File: src/sv/wsfp_pkg.sv
// ----------------------------------------------------------------------------
// wsfp_pkg
// Shared types and constants for the WebSocket frame parser: parse phases,
// result kinds, header field codes and the result bundle.
// ----------------------------------------------------------------------------
package wsfp_pkg;

	// Parse phase of the incoming byte stream
	typedef enum logic [2:0] {
		PH_HDR0   = 3'd0,
		PH_HDR1   = 3'd1,
		PH_EXTLEN = 3'd2,
		PH_KEY    = 3'd3,
		PH_DATA   = 3'd4,
		PH_DEAD   = 3'd5
	} phase_t;

	// Result kinds
	localparam logic [1:0] KIND_DATA  = 2'd0;
	localparam logic [1:0] KIND_EMPTY = 2'd1;
	localparam logic [1:0] KIND_ERROR = 2'd2;

	// Header length codes that select an extended length field
	localparam logic [6:0] LEN_CODE_EXT16 = 7'd126;
	localparam logic [6:0] LEN_CODE_EXT64 = 7'd127;

	// Remaining-byte counts for the extended length and mask key fields
	localparam logic [2:0] CNT_EXT16 = 3'd1;
	localparam logic [2:0] CNT_EXT64 = 3'd7;
	localparam logic [2:0] CNT_KEY   = 3'd3;

	// Configuration register width and reset value
	localparam int unsigned     MAXP_W          = 21;
	localparam logic [MAXP_W-1:0] MAX_PAYLOAD_RST = 21'd524288;

	// One result item
	typedef struct packed {
		logic [1:0] kind;
		logic [7:0] data;
		logic [3:0] opcode;
		logic       last;
	} result_t;

endpackage

File: src/sv/wsfp_parser.sv
// ----------------------------------------------------------------------------
// wsfp_parser
// Frame header and payload parser. Holds the parse state and builds, in one
// pass of logic, the result caused by the byte transferred this cycle.
// ----------------------------------------------------------------------------
module wsfp_parser #(
	parameter int unsigned MAX_PAYLOAD_CAP = 1048576
) (
	input  logic                          clk,
	input  logic                          arst_n,
	input  logic                          take,
	input  logic [7:0]                    data_byte,
	input  logic [wsfp_pkg::MAXP_W-1:0]   max_payload,
	output logic                          res_valid,
	output wsfp_pkg::result_t             res
);
	import wsfp_pkg::*;

	localparam int unsigned CNT_W = $clog2(MAX_PAYLOAD_CAP + 1);
	localparam logic [63:0] CAP64 = 64'(MAX_PAYLOAD_CAP);

	phase_t            phase_q, phase_d;
	logic [3:0]        opcode_q;
	logic              mask_q;
	logic [2:0]        cnt_q;
	logic [63:0]       acc_q;
	logic [31:0]       key_q;
	logic [1:0]        midx_q;
	logic [CNT_W-1:0]  rem_q;

	logic [6:0]        len7;
	logic              is_ext16, is_ext64, is_ext;
	logic [63:0]       acc_shift, len_val, limit, maxp64, start_len;
	logic [31:0]       key_shift;
	logic              len_end, len_over, key_end, mask_now;
	logic              start, start_empty;
	logic [CNT_W-1:0]  rem_dec;
	logic              data_last;
	logic [7:0]        key_byte;

	// Shared decode of the current byte
	assign len7      = data_byte[6:0];
	assign is_ext16  = (len7 == LEN_CODE_EXT16);
	assign is_ext64  = (len7 == LEN_CODE_EXT64);
	assign is_ext    = is_ext16 | is_ext64;
	assign acc_shift = {acc_q[55:0], data_byte};
	assign key_shift = {key_q[23:0], data_byte};
	assign len_val   = (phase_q == PH_HDR1) ? {57'd0, len7} : acc_shift;
	assign mask_now  = (phase_q == PH_HDR1) ? data_byte[7] : mask_q;

	// Limit in force: smaller of register and cap
	assign maxp64 = {{(64-MAXP_W){1'b0}}, max_payload};
	assign limit  = (maxp64 > CAP64) ? CAP64 : maxp64;

	// Length known, key known, payload start
	assign len_end  = take && (((phase_q == PH_HDR1) && !is_ext) ||
	                           ((phase_q == PH_EXTLEN) && (cnt_q == 3'd0)));
	assign len_over = (len_val > limit);
	assign key_end  = take && (phase_q == PH_KEY) && (cnt_q == 3'd0);
	assign start    = (len_end && !len_over && !mask_now) || key_end;
	assign start_len   = key_end ? acc_q : len_val;
	assign start_empty = (start_len == 64'd0);

	assign rem_dec   = rem_q - CNT_W'(1);
	assign data_last = (rem_dec == '0);

	// Key byte for the current payload index, first key byte first
	always_comb begin
		case (midx_q)
			2'd0:    key_byte = key_q[31:24];
			2'd1:    key_byte = key_q[23:16];
			2'd2:    key_byte = key_q[15:8];
			default: key_byte = key_q[7:0];
		endcase
	end

	// Next phase
	always_comb begin
		phase_d = phase_q;
		if (take) begin
			case (phase_q)
				PH_HDR0: phase_d = PH_HDR1;
				PH_HDR1, PH_EXTLEN: begin
					if (len_end) begin
						if (len_over)
							phase_d = PH_DEAD;
						else if (mask_now)
							phase_d = PH_KEY;
						else
							phase_d = start_empty ? PH_HDR0 : PH_DATA;
					end else begin
						phase_d = PH_EXTLEN;
					end
				end
				PH_KEY: begin
					if (key_end)
						phase_d = start_empty ? PH_HDR0 : PH_DATA;
				end
				PH_DATA: begin
					if (data_last)
						phase_d = PH_HDR0;
				end
				PH_DEAD: phase_d = PH_DEAD;
				default: phase_d = PH_HDR0;
			endcase
		end
	end

	// Result for the byte transferred this cycle
	always_comb begin
		res_valid  = 1'b0;
		res.kind   = KIND_DATA;
		res.data   = 8'd0;
		res.opcode = opcode_q;
		res.last   = 1'b0;
		if (len_end && len_over) begin
			res_valid = 1'b1;
			res.kind  = KIND_ERROR;
		end else if (start && start_empty) begin
			res_valid = 1'b1;
			res.kind  = KIND_EMPTY;
			res.last  = 1'b1;
		end else if (take && (phase_q == PH_DATA)) begin
			res_valid = 1'b1;
			res.data  = data_byte ^ (mask_q ? key_byte : 8'd0);
			res.last  = data_last;
		end
	end

	// Phase register
	always_ff @(posedge clk or negedge arst_n) begin
		if (!arst_n) begin
			phase_q <= PH_HDR0;
		end else begin
			phase_q <= phase_d;
		end
	end

	// Header fields, counters and key
	always_ff @(posedge clk or negedge arst_n) begin
		if (!arst_n) begin
			opcode_q <= 4'd0;
			mask_q   <= 1'b0;
			cnt_q    <= 3'd0;
			acc_q    <= 64'd0;
			key_q    <= 32'd0;
			midx_q   <= 2'd0;
			rem_q    <= '0;
		end else if (take) begin
			case (phase_q)
				PH_HDR0: opcode_q <= data_byte[3:0];
				PH_HDR1: begin
					mask_q <= data_byte[7];
					acc_q  <= is_ext ? 64'd0 : {57'd0, len7};
					// short length: the key count is next, if masked
					cnt_q  <= is_ext16 ? CNT_EXT16 : (is_ext64 ? CNT_EXT64 : CNT_KEY);
				end
				PH_EXTLEN: begin
					acc_q <= acc_shift;
					// last length byte: the key count is next, if masked
					cnt_q <= (cnt_q == 3'd0) ? CNT_KEY : cnt_q - 3'd1;
				end
				PH_KEY: begin
					key_q <= key_shift;
					cnt_q <= cnt_q - 3'd1;
				end
				PH_DATA: begin
					midx_q <= midx_q + 2'd1;
					rem_q  <= rem_dec;
				end
				default: ;
			endcase
			// payload start: length fits the count by the limit check
			if (start) begin
				midx_q <= 2'd0;
				rem_q  <= start_len[CNT_W-1:0];
			end
		end
	end

endmodule

File: src/sv/wsfp_result_reg.sv
// ----------------------------------------------------------------------------
// wsfp_result_reg
// Output register for result items. Loads a new result whenever it is empty
// or its current result transfers in the same cycle.
// ----------------------------------------------------------------------------
module wsfp_result_reg (
	input  logic              clk,
	input  logic              arst_n,
	input  logic              take,
	input  logic              res_valid,
	input  wsfp_pkg::result_t res,
	input  logic              out_stall,
	output logic              ready,
	output logic              out_valid,
	output wsfp_pkg::result_t res_q
);
	import wsfp_pkg::*;

	logic valid_q;

	// Room for a new result when empty or draining
	assign ready     = !valid_q || !out_stall;
	assign out_valid = valid_q;

	// Valid flag
	always_ff @(posedge clk or negedge arst_n) begin
		if (!arst_n) begin
			valid_q <= 1'b0;
		end else if (ready) begin
			valid_q <= take && res_valid;
		end
	end

	// Result payload
	always_ff @(posedge clk) begin
		if (ready && take && res_valid) begin
			res_q <= res;
		end
	end

endmodule

File: src/sv/websocket_frame_parser_top.sv
// ----------------------------------------------------------------------------
// websocket_frame_parser_top
// WebSocket receive deframer: parses stream bytes into unmasked payload
// bytes, empty-frame marks and a length error.
//
//   channel   dir   handshake            payload
//   --------  ----  -------------------  ----------------------------------
//   input     in    in_valid / in_stall  data_byte
//   result    out   out_valid/out_stall  result_kind, payload_byte,
//                                        frame_opcode, last_byte
//   config    in    cfg_we               cfg_wdata (max_payload)
//
// One byte per cycle while in_stall is low; a result appears in the cycle after
// the byte that causes it, from a single output register.
// in_stall is high only while a result sits in the output register and
// out_stall holds it there.
// Reset clears the parse state and loads max_payload with 524288.
// After a length error no further results come until reset.
// ----------------------------------------------------------------------------
module websocket_frame_parser_top #(
	parameter int unsigned MAX_PAYLOAD_CAP = 1048576
) (
	input  logic                        clk,
	input  logic                        arst_n,
	input  logic                        in_valid,
	output logic                        in_stall,
	input  logic [7:0]                  data_byte,
	output logic                        out_valid,
	input  logic                        out_stall,
	output logic [1:0]                  result_kind,
	output logic [7:0]                  payload_byte,
	output logic [3:0]                  frame_opcode,
	output logic                        last_byte,
	input  logic                        cfg_we,
	input  logic [wsfp_pkg::MAXP_W-1:0] cfg_wdata
);
	import wsfp_pkg::*;

	logic [MAXP_W-1:0] max_payload_q;
	logic              take, ready, res_valid;
	result_t           res, res_q;

	// Configuration register
	always_ff @(posedge clk or negedge arst_n) begin
		if (!arst_n) begin
			max_payload_q <= MAX_PAYLOAD_RST;
		end else if (cfg_we) begin
			max_payload_q <= cfg_wdata;
		end
	end

	// Input transfer
	assign in_stall = !ready;
	assign take     = in_valid && ready;

	wsfp_parser #(
		.MAX_PAYLOAD_CAP(MAX_PAYLOAD_CAP)
	) u_parser (
		.clk        (clk),
		.arst_n     (arst_n),
		.take       (take),
		.data_byte  (data_byte),
		.max_payload(max_payload_q),
		.res_valid  (res_valid),
		.res        (res)
	);

	wsfp_result_reg u_result (
		.clk      (clk),
		.arst_n   (arst_n),
		.take     (take),
		.res_valid(res_valid),
		.res      (res),
		.out_stall(out_stall),
		.ready    (ready),
		.out_valid(out_valid),
		.res_q    (res_q)
	);

	assign result_kind  = res_q.kind;
	assign payload_byte = res_q.data;
	assign frame_opcode = res_q.opcode;
	assign last_byte    = res_q.last;

	// Error result carries no byte and no last mark
	a_error_fields: assert property (@(posedge clk) disable iff (!arst_n)
		(out_valid && result_kind == KIND_ERROR) |-> (!last_byte && payload_byte == 8'd0))
		else $error("length error result has byte or last mark");

	// Empty-frame result is always last and carries no byte
	a_empty_fields: assert property (@(posedge clk) disable iff (!arst_n)
		(out_valid && result_kind == KIND_EMPTY) |-> (last_byte && payload_byte == 8'd0))
		else $error("empty-frame result malformed");

	// Nothing follows a transferred length error
	a_dead_after_error: assert property (@(posedge clk) disable iff (!arst_n)
		(out_valid && !out_stall && result_kind == KIND_ERROR) |=> !out_valid)
		else $error("result after length error");

endmodule

File: config.mk
export PLATFORM = sky130hd
export DESIGN_NAME = websocket_frame_parser_top
export DESIGN_NICKNAME = d
export VERILOG_FILES = /design/src/sv/wsfp_pkg.sv /design/src/sv/wsfp_parser.sv /design/src/sv/wsfp_result_reg.sv /design/src/sv/websocket_frame_parser_top.sv
export SDC_FILE = /design/constraint.sdc
export NUM_CORES = 1
export LEC_CHECK = 0
export BUFFER_PORTS_ARGS = -buffer_cell sky130_fd_sc_hd__clkbuf_2
export CAP_MARGIN = 15
export CORE_ASPECT_RATIO = 0.6
export CORE_MARGIN = 5
export CORE_UTILIZATION = 31
export CTS_CLUSTER_SIZE = 28
export DETAILED_ROUTE_END_ITERATION = 8
export GPL_ROUTABILITY_DRIVEN = 0
export HOLD_SLACK_MARGIN = 0.05
export PLACE_DENSITY = 0.54
export SYNTH_ARGS = -nofsm -noshare
export SYNTH_HDL_FRONTEND = slang
export SYNTH_SLANG_ARGS = --single-unit
export TNS_END_PERCENT = 5
File: constraint.sdc
create_clock -name clk -period 4.8 [get_ports clk]
set_input_delay 0.72 -clock clk [delete_from_list [all_inputs] [get_ports clk]]
set_output_delay 0.72 -clock clk [all_outputs]
set_load 0.02 [all_outputs]
==> impl_metrics.json, run 1 <==
{
  "ios": 51,
  "cp_data_arrival_time_ns": 4.23,
  "fmax_ghz": 0.244,
  "setup_ws_ns": 0.700,
  "cts_hold_buf": 0,
  "syn_area_sq_mm": 0.00884,
  "status": "complete, no violations",
  "timing.rr.start": "max_payload_q[15]",
  "drv_cap": 0,
  "io_buffers": 50,
  "max_stage_delay_ns": 0.48,
  "grt_pass1_wl_um": 39200,
  "p_leak_nw": 4.52,
  "tritoncts": "done",
  "worst_pin_slew_ns": 0.931,
  "layout_common_cells": "151 x dfrtp_1, 72 x nand2_1, 65 x a22o_1",
  "critPathRequiredTime_ns": 4.93,
  "crit_path_end_kind": "flip-flop",
  "finalSetupTns_ns": 0,
  "pre_cts_slack_ns": 0.762,
  "wl_per_cell_um": 19.7,
  "cts-buffers-inserted": 17,
  "r2r-end": "u_result.res_q[9]",
  "multi_input_area_sq_mm": 0.00434,
  "antenna_cells": 0,
  "postCtsSetupBuffers": 0,
  "synth_warnings": 0,
  "drc": 0,
  "cpMaxStageDelayCell": "o21ai_1",
  "clock_latency_ns": 0.45,
  "vdd_drop_max_mv": 0.178,
  "path_delay_family": "simple AND/OR/NAND/NOR gates",
  "finalMaxSlewViolations": 0,
  "relSlewSlack_pct": 38.0,
  "synth_edf_count": 15,
  "nNetsFinal": 929,
  "synth_async_sr_flop_share_pct": 91.0,
  "ys_types": 64,
  "syn_inst": 831,
  "startpoint_type": "flip-flop",
  "hpwlAfterDp_um": 17600,
  "cts_sinks": 167,
  "swShare_pct": 39.9,
  "rsz0062_at_grt": "no",
  "path_buf_inv": 2,
  "power.density_mw_per_mm2": 535,
  "crit_fanout": 20,
  "fin_util_pct": 36.3,
  "instances_no_fill": 1246,
  "skew_ns": 0.0130,
  "final-setup-viol-count": 0,
  "final_common_cell": "dfrtp_1",
  "ant_nets": 0,
  "syn_avg_cell_area_sq_um": 10.6,
  "layout-drive-gt1-share_pct": 20.3,
  "die_w_um": 228,
  "synthFlopType": "dfrtp_1",
  "rr_worst_depth": 14,
  "clkPwrFrac_pct": 26.3,
  "fin_hold_ws_ns": 0.342,
  "synth_fp_nets": 894,
  "dp.cells": 1214,
  "drt-pass1-iter-count": 5,
  "min_path_type": "in2async",
  "r2r_slack_ns": 0.70,
  "grt_pass1_vias": 6445,
  "seq_area_frac_synth_pct": 48.1,
  "p_int_mw": 3.25,
  "num_rows": 47,
  "syn_to_final_growth_pct": 14.2,
  "p_comb_share_pct": 36.0,
  "critical_path_class": "reg2reg",
  "fillerInstances": 2778,
  "grt_antenna_before_repair": 0,
  "regArea_sq_mm": 0.00426,
  "cts_resized": 0,
  "coreArea_sq_mm": 0.0278,
  "grt_max_degree": 96,
  "die_y_um": 141,
  "worstPathCellList": "nor4_1, nand3_1, o21ai_1, nand2_1, ha_1, nand4_1, nor4_1, nor3b_1, o21ai_1, o22ai_1, buf_4, o21ai_1, a31oi_2, buf_4",
  "grt_use_total_pct": 15.5,
  "clk_pin_slew_worst_paths_ns": 0.06,
  "wirelength_um": 24500,
  "initial_core_util_pct": 31.8,
  "finalInstanceArea_sq_mm": 0.0101,
  "crit_top_cell": "o21ai_1",
  "pwr-share-seq_pct": 37.6,
  "die_area_sq_mm": 0.0321,
  "grt_overflow_total": 0,
  "ys_ff_latch": 167,
  "num_vias": 6812,
  "viasPerCell": 5.47,
  "clockRootBuffer": "clkbuf_16",
  "placed_area_sq_mm": 0.00950,
  "fin_crit_sh_pct": 85.4,
  "hold_viol_final": 0,
  "cts_max_level": 4,
  "clockBufferDepth": 2,
  "p_switching_mw": 2.15,
  "finalPower_mw": 5.40,
  "drt_iter0_markers": 583,
  "finalCriticalPeriod_ns": 4.10
}
-- sequential cells by signal, summed over array words and instances, names as in the netlist --
register and count:
u_result.out_valid 1, u_result.res_q 15, u_parser.cnt_q 3, u_parser.phase_q 3, u_parser.opcode_q 4, u_parser.acc_q 64, max_payload_q 21, u_parser.midx_q 2
u_parser.rem_q 21, u_parser.key_q 32, u_parser.mask_q 1
-- cell usage after synthesis, types with 3 or more instances --
cell      count  area (sq um)
mux2i_1      21           210
buf_1         4          15.0
a21oi_1      23           115
o21ai_1       7          35.0
nor2b_1      23           144
nor3b_1       8          60.1
nand4_1      11          68.8
clkbuf_1     36           135
edfxtp_1     15           450
buf_2         9          45.0
o31ai_1       6          45.0
and3_1        3          18.8
ha_1         29           363
o211ai_1      4          30.0
o21ai_0      39           195
a211oi_1      5          37.5
nor4_1       33           206
a31oi_1       5          31.3
mux2_2       60           676
o21a_1       11          82.6
xor2_1        9          78.8
nand3_1      24           120
or2_2         5          31.3
nand2b_1      6          37.5
dfrtp_1     151          3780
nor2_1       51           191
xnor2_1       4          35.0
inv_1        13          48.8
nand2_1      72           270
and2_1        3          18.8
o311a_1      12           120
a222oi_1      8          80.1
nor3_1       16          80.1
a22o_1       65           569
-- worst max path at each step --
stage / startpoint / to / slack, ns / cells past startpoint
2_1_floorplan: u_parser.phase_q[1] / u_result.res_q[0] / 0.70 / 13
3_3_place_gp: max_payload_q[15] / u_result.res_q[3] / 0.79 / 14
3_5_place_dp: max_payload_q[15] / u_result.res_q[4] / 0.76 / 14
4_1_cts: max_payload_q[15] / u_result.res_q[0] / 0.73 / 14
5_1_grt: max_payload_q[15] / u_result.res_q[0] / 0.31 / 14
6_report: max_payload_q[15] / u_result.res_q[9] / 0.70 / 14
-- metal layers --
| metal | vias to the layer above | GRT usage (%) | routed length (um) |
|---|---|---|---|
| li1 | 3201 | - | - |
| met1 | 3391 | 26.8 | 13900 |
| met2 | 205 | 17.6 | 8560 |
| met3 | 15 | 4.48 | 1820 |
| met4 | 0 | 3.63 | 204 |
| met5 | - | 0 | 0 |
-- cell families (layout without fill, tap and decap cells) --
group,count (synthesis),count (layout),synth area share (%)
DFF,167,167,48.1
buffers and inverters,66,114,3.14
and+or+nand+nor,269,269,15.9
xor gates and xnor gates,13,13,1.29
AOI/OAI and AO/OA,206,206,17.4
adders and majority gates,29,29,4.10
muxes,81,81,10.0
-- worst register-to-register path: stages (launching register included) --
cell     delay [ns]
dfrtp_1        0.39
nor4_1         0.30
nand3_1        0.11
o21ai_1        0.48
nand2_1        0.12
ha_1           0.34
nand4_1        0.16
nor4_1         0.41
nor3b_1        0.25
o21ai_1        0.14
o22ai_1        0.17
buf_4          0.24
o21ai_1        0.17
a31oi_2        0.22
buf_4          0.28
-- cell type report --
type,instances,area share [%]
Sequential cell,167,42.1
Multi-Input combinational cell,598,43.0
Clock buffer,23,4.53
Clock inverter,9,1.40
Inverter,14,0.520
Tap cell,367,4.55
Timing Repair Buffer,68,3.88
-- power groups by stage --
stage / clock (mW) / sequential [mW] / combinational (mW)
2_1_floorplan: 0 / 1.92 / 1.40
3_3_place_gp: 0 / 2.04 / 1.91
3_5_place_dp: 0 / 2.04 / 1.92
4_1_cts: 1.46 / 2.02 / 1.93
5_1_grt: 1.52 / 2.07 / 2.15
6_report: 1.42 / 2.03 / 1.95
Note: power is estimated with default switching activity, not from simulation.
==> inputs of run 2 (changes only) <==
Settings changed: CELL_PAD_IN_SITES_DETAIL_PLACEMENT from default to 0, CELL_PAD_IN_SITES_GLOBAL_PLACEMENT from default to 1, PLACE_DENSITY 0.54 to 0.63.
==> impl_metrics.json, run 2 (synthesis gave the netlist of run 1 again) <==
{
  "largest_registers": "u_parser.acc_q: 64 flops, u_parser.key_q: 32 flops",
  "instances_no_fill": 1244,
  "finalMaxSlewViolations": 0,
  "syn_to_final_growth_pct": 14.0,
  "clock_latency_ns": 0.43,
  "num_vias": 6820,
  "dp.cells": 1212,
  "coreArea_sq_mm": 0.0278,
  "num_rows": 47,
  "io_buffers": 50,
  "rr_worst_depth": 14,
  "cts_resized": 0,
  "finalCriticalPeriod_ns": 4.12,
  "cp_data_arrival_time_ns": 4.43,
  "wirelength_um": 24900,
  "ios": 51,
  "drt-pass1-iter-count": 4,
  "grt_max_degree": 91,
  "startpoint_type": "flip-flop",
  "crit_path_end_kind": "flip-flop",
  "postCtsSetupBuffers": 0,
  "vdd_drop_max_mv": 0.278,
  "rsz0062_at_grt": "no",
  "tritoncts": "done",
  "grt_overflow_total": 0,
  "cts_max_level": 4,
  "timing.critical_path.from": "max_payload_q[15]",
  "grt_antenna_before_repair": 0,
  "grt_use_total_pct": 15.6,
  "worst_pin_slew_ns": 0.832,
  "die_area_sq_mm": 0.0321,
  "crit_fanout": 20,
  "final-setup-viol-count": 0,
  "drc": 0,
  "timing.rr.start": "max_payload_q[15]",
  "die_y_um": 141,
  "critPathRequiredTime_ns": 5.11,
  "clockRootBuffer": "clkbuf_16",
  "largest_reg_flops": 64,
  "hpwlAfterDp_um": 18200,
  "layout_common_cells": "151 x dfrtp_1, 72 x nand2_1, 65 x a22o_1",
  "cts-buffers-inserted": 17,
  "status": "complete, no violations",
  "cts_hold_buf": 0,
  "critical_path_class": "reg2reg",
  "pre_cts_slack_ns": 0.721,
  "die_w_um": 228,
  "viasPerCell": 5.48,
  "wl_per_cell_um": 20.0,
  "skew_ns": 0.0106,
  "fmax_ghz": 0.242,
  "r2r_slack_ns": 0.68,
  "finalSetupTns_ns": 0,
  "final_common_cell": "dfrtp_1",
  "drt_iter0_markers": 547,
  "nNetsFinal": 927,
  "hold_viol_final": 0,
  "setup_ws_ns": 0.676,
  "r2r-end": "u_parser.rem_q[6]",
  "crit_end": "u_parser.rem_q[6]",
  "grt_pass1_wl_um": 39300,
  "layout-drive-gt1-share_pct": 20.5,
  "clockBufferDepth": 2,
  "fin_crit_sh_pct": 85.9,
  "grt_pass1_vias": 6340,
  "antenna_cells": 0,
  "drv_cap": 0,
  "initial_core_util_pct": 31.8,
  "max_flop_register": "u_parser.acc_q",
  "ant_nets": 0,
  "relSlewSlack_pct": 44.6,
  "min_path_type": "in2async",
  "clk_pin_slew_worst_paths_ns": 0.06,
  "power.density_mw_per_mm2": 531,
  "p_leak_nw": 4.51,
  "cts_sinks": 167
}
run 2: per-stage QoR:
stage / util, % / cell area [sq um] / hold WS (ns) / power [mW]
2_1_floorplan: - / 8840 / 0.421 / 3.32
3_3_place_gp: 34.1 / 9490 / 0.427 / 3.96
3_5_place_dp: 34.1 / 9490 / 0.434 / 3.97
4_1_cts: 36.2 / 10100 / 0.402 / 5.37
5_1_grt: 36.2 / 10100 / 0.439 / 5.68
6_report: 36.2 / 10100 / 0.379 / 5.35
run 2: how the worst min path moves through the flow:
stage	slack [ns]	to	start
final	0.38	u_parser.acc_q[61]	arst_n
after global routing	0.44	u_parser.acc_q[61]	arst_n
after CTS	0.40	u_parser.acc_q[61]	arst_n
after detailed placement	0.43	u_result.res_q[4]	u_parser.opcode_q[3]
after global placement	0.43	u_result.res_q[3]	u_parser.opcode_q[2]
after floorplan	0.42	max_payload_q[0]	arst_n
run 2: area by class of cell:
cell class	count	area, sq um
clock inverters	11	111
fillers	2749	17700
multi-input cells	598	4340
flip-flops and latches	167	4260
repair buffers	66	377
well taps	367	459
clock buffers	21	482
inverters	14	52.6
run 2: metal layers:
layer	GRT usage [%]	wire length, um	vias to the layer above
li1	-	-	3202
met1	27.4	14400	3403
met2	17.3	8610	197
met3	4.08	1630	18
met4	3.91	250	0
met5	0	0	-
run 2: report_power, final:
group          switching (mW)  total [mW]  leakage (nW)  internal (mW)
registers               0.359        2.04          2.16           1.68
logic                    1.21        1.94          2.06          0.721
clock network           0.591        1.37         0.286          0.781
total                    2.16        5.35          4.51           3.18
run 2: worst max-delay path: stages (launching register included):
cell and delay, ns:
dfrtp_1 0.39, nor4_1 0.33, nand3_1 0.11, o21ai_1 0.52, nand2_1 0.13, ha_1 0.34
nand4_1 0.15, nor4_1 0.39, a21boi_1 0.20, nand4bb_1 0.17, o22ai_1 0.11, buf_4 0.21
nand2b_1 0.30, buf_4 0.29, o311a_1 0.35
==> inputs of run 3 (changes only) <==
Settings changed: CORE_ASPECT_RATIO 0.6 to default.
==> impl_metrics.json, run 3 (synthesis gave the netlist of run 1 again) <==
{
  "clockRootBuffer": "clkbuf_16",
  "p_comb_share_pct": 35.2,
  "startpoint_type": "flip-flop",
  "postCtsSetupBuffers": 0,
  "grt_pass1_wl_um": 38000,
  "nNetsFinal": 924,
  "drc": 0,
  "hpwlAfterDp_um": 16400,
  "vdd_drop_max_mv": 0.258,
  "num_rows": 61,
  "ant_nets": 0,
  "skew_ns": 0.0119,
  "largest_reg_flops": 64,
  "path_delay_family": "compound AO/OA/AOI/OAI gates",
  "critPathRequiredTime_ns": 4.92,
  "cts_hold_buf": 0,
  "die_area_sq_mm": 0.0320,
  "relSlewSlack_pct": 50.1,
  "cts_max_level": 4,
  "final_common_cell": "dfrtp_1",
  "critical_path_class": "reg2reg",
  "die_y_um": 179,
  "crit_path_end_kind": "flip-flop",
  "max_stage_delay_ns": 0.58,
  "status": "complete, no violations",
  "grt_overflow_total": 0,
  "clockBufferDepth": 2,
  "cts-buffers-inserted": 17,
  "io_buffers": 50,
  "worstPathCellList": "nor4_1, nand3_1, o21ai_1, nand2_1, ha_1, nand4_1, nor4_1, nor3b_1, o21ai_1, o22ai_1, o21ai_1, a31oi_2, buf_4",
  "finalSetupTns_ns": 0,
  "viasPerCell": 5.34,
  "finalMaxSlewViolations": 0,
  "wl_per_cell_um": 18.6,
  "dp.cells": 1220,
  "p_int_mw": 3.07,
  "initial_core_util_pct": 31.6,
  "layout-drive-gt1-share_pct": 20.3,
  "grt_use_total_pct": 15.0,
  "coreArea_sq_mm": 0.0279,
  "rsz0062_at_grt": "no",
  "cp_data_arrival_time_ns": 4.50,
  "drv_cap": 0,
  "cts_sinks": 167,
  "path_buf_inv": 1,
  "antenna_cells": 0,
  "die_w_um": 179,
  "clkPwrFrac_pct": 25.4,
  "wirelength_um": 23300,
  "fmax_ghz": 0.228,
  "clock_latency_ns": 0.43,
  "swShare_pct": 41.0,
  "final-setup-viol-count": 0,
  "largest_registers": "u_parser.acc_q: 64 flops, u_parser.key_q: 32 flops",
  "crit_fanout": 15,
  "min_path_type": "in2async",
  "setup_ws_ns": 0.422,
  "tritoncts": "done",
  "hold_viol_final": 0,
  "pre_cts_slack_ns": 0.427,
  "crit_top_cell": "o21ai_1",
  "fin_crit_sh_pct": 91.2,
  "drt-pass1-iter-count": 5,
  "drt_iter0_markers": 458,
  "max_flop_register": "u_parser.acc_q",
  "grt_max_degree": 77,
  "cts_resized": 0,
  "syn_to_final_growth_pct": 13.6,
  "p_switching_mw": 2.13,
  "finalCriticalPeriod_ns": 4.38,
  "worst_pin_slew_ns": 0.748,
  "layout_common_cells": "151 x dfrtp_1, 72 x nand2_1, 65 x a22o_1",
  "ios": 51,
  "num_vias": 6683,
  "cpMaxStageDelayCell": "o22ai_1",
  "pwr-share-seq_pct": 39.4,
  "grt_pass1_vias": 6643,
  "instances_no_fill": 1252,
  "p_leak_nw": 4.48,
  "power.density_mw_per_mm2": 519,
  "grt_antenna_before_repair": 0,
  "clk_pin_slew_worst_paths_ns": 0.07
}
[run 3: cell count changes in the layout (fill, tap and decap cells not counted), sizes merged]
cell and change:
inv +5, clkinv -1, clkbuf -3, bufinv -1, buf -3
[run 3: layout make-up]
class                   count  area [sq um]
fillers                  2892         17900
multi-input cells         598          4340
flip-flops and latches    167          4260
well taps                 378           473
clock buffers              18           429
repair buffers             63           354
clock inverters            14           136
inverters                  14          52.6
[run 3: power groups by stage]
stage	Sequential [mW]	Combinational [mW]	Clock, mW
after floorplan	1.92	1.40	0
after global placement	2.07	1.82	0
after detailed placement	2.07	1.82	0
after CTS	2.05	1.83	1.37
after global routing	2.09	2.03	1.43
final	2.05	1.83	1.32
[run 3: path summary, 6_finish.rpt]
check	start	end	slack [ns]	depth (start not counted)
setup / recovery	max_payload_q[15]	u_result.res_q[9]	0.42	13
hold / removal	arst_n	u_parser.acc_q[61]	0.31	1
max in group asynchronous	arst_n	max_payload_q[19]	3.43	2
hold reg to reg	u_parser.opcode_q[0]	u_result.res_q[1]	0.45	0
setup reg to reg	max_payload_q[15]	u_result.res_q[9]	0.42	13
min in group clk	u_parser.opcode_q[0]	u_result.res_q[1]	0.45	0
[run 3: per-stage QoR]
step / hold slack [ns] / power [mW] / utilization, % / instance area (sq um)
detailed placement: 0.432 / 3.90 / 33.9 / 9480
global placement: 0.427 / 3.89 / 33.9 / 9480
CTS: 0.345 / 5.25 / 35.9 / 10000
global route: 0.360 / 5.56 / 35.9 / 10000
floorplan: 0.421 / 3.32 / - / 8840
finish: 0.309 / 5.21 / 35.9 / 10000
[run 3: per-layer routing]
layer / vias to the layer above / routed length [um] / part of all wire (%) / track usage, %
li1: 3191 / - / - / -
met3: 12 / 830 / 3.6 / 2.64
met2: 136 / 10200 / 44 / 22.2
met5: - / 0 / 0 / 0
met1: 3344 / 12100 / 52 / 22.8
met4: 0 / 201 / 0.86 / 3.23
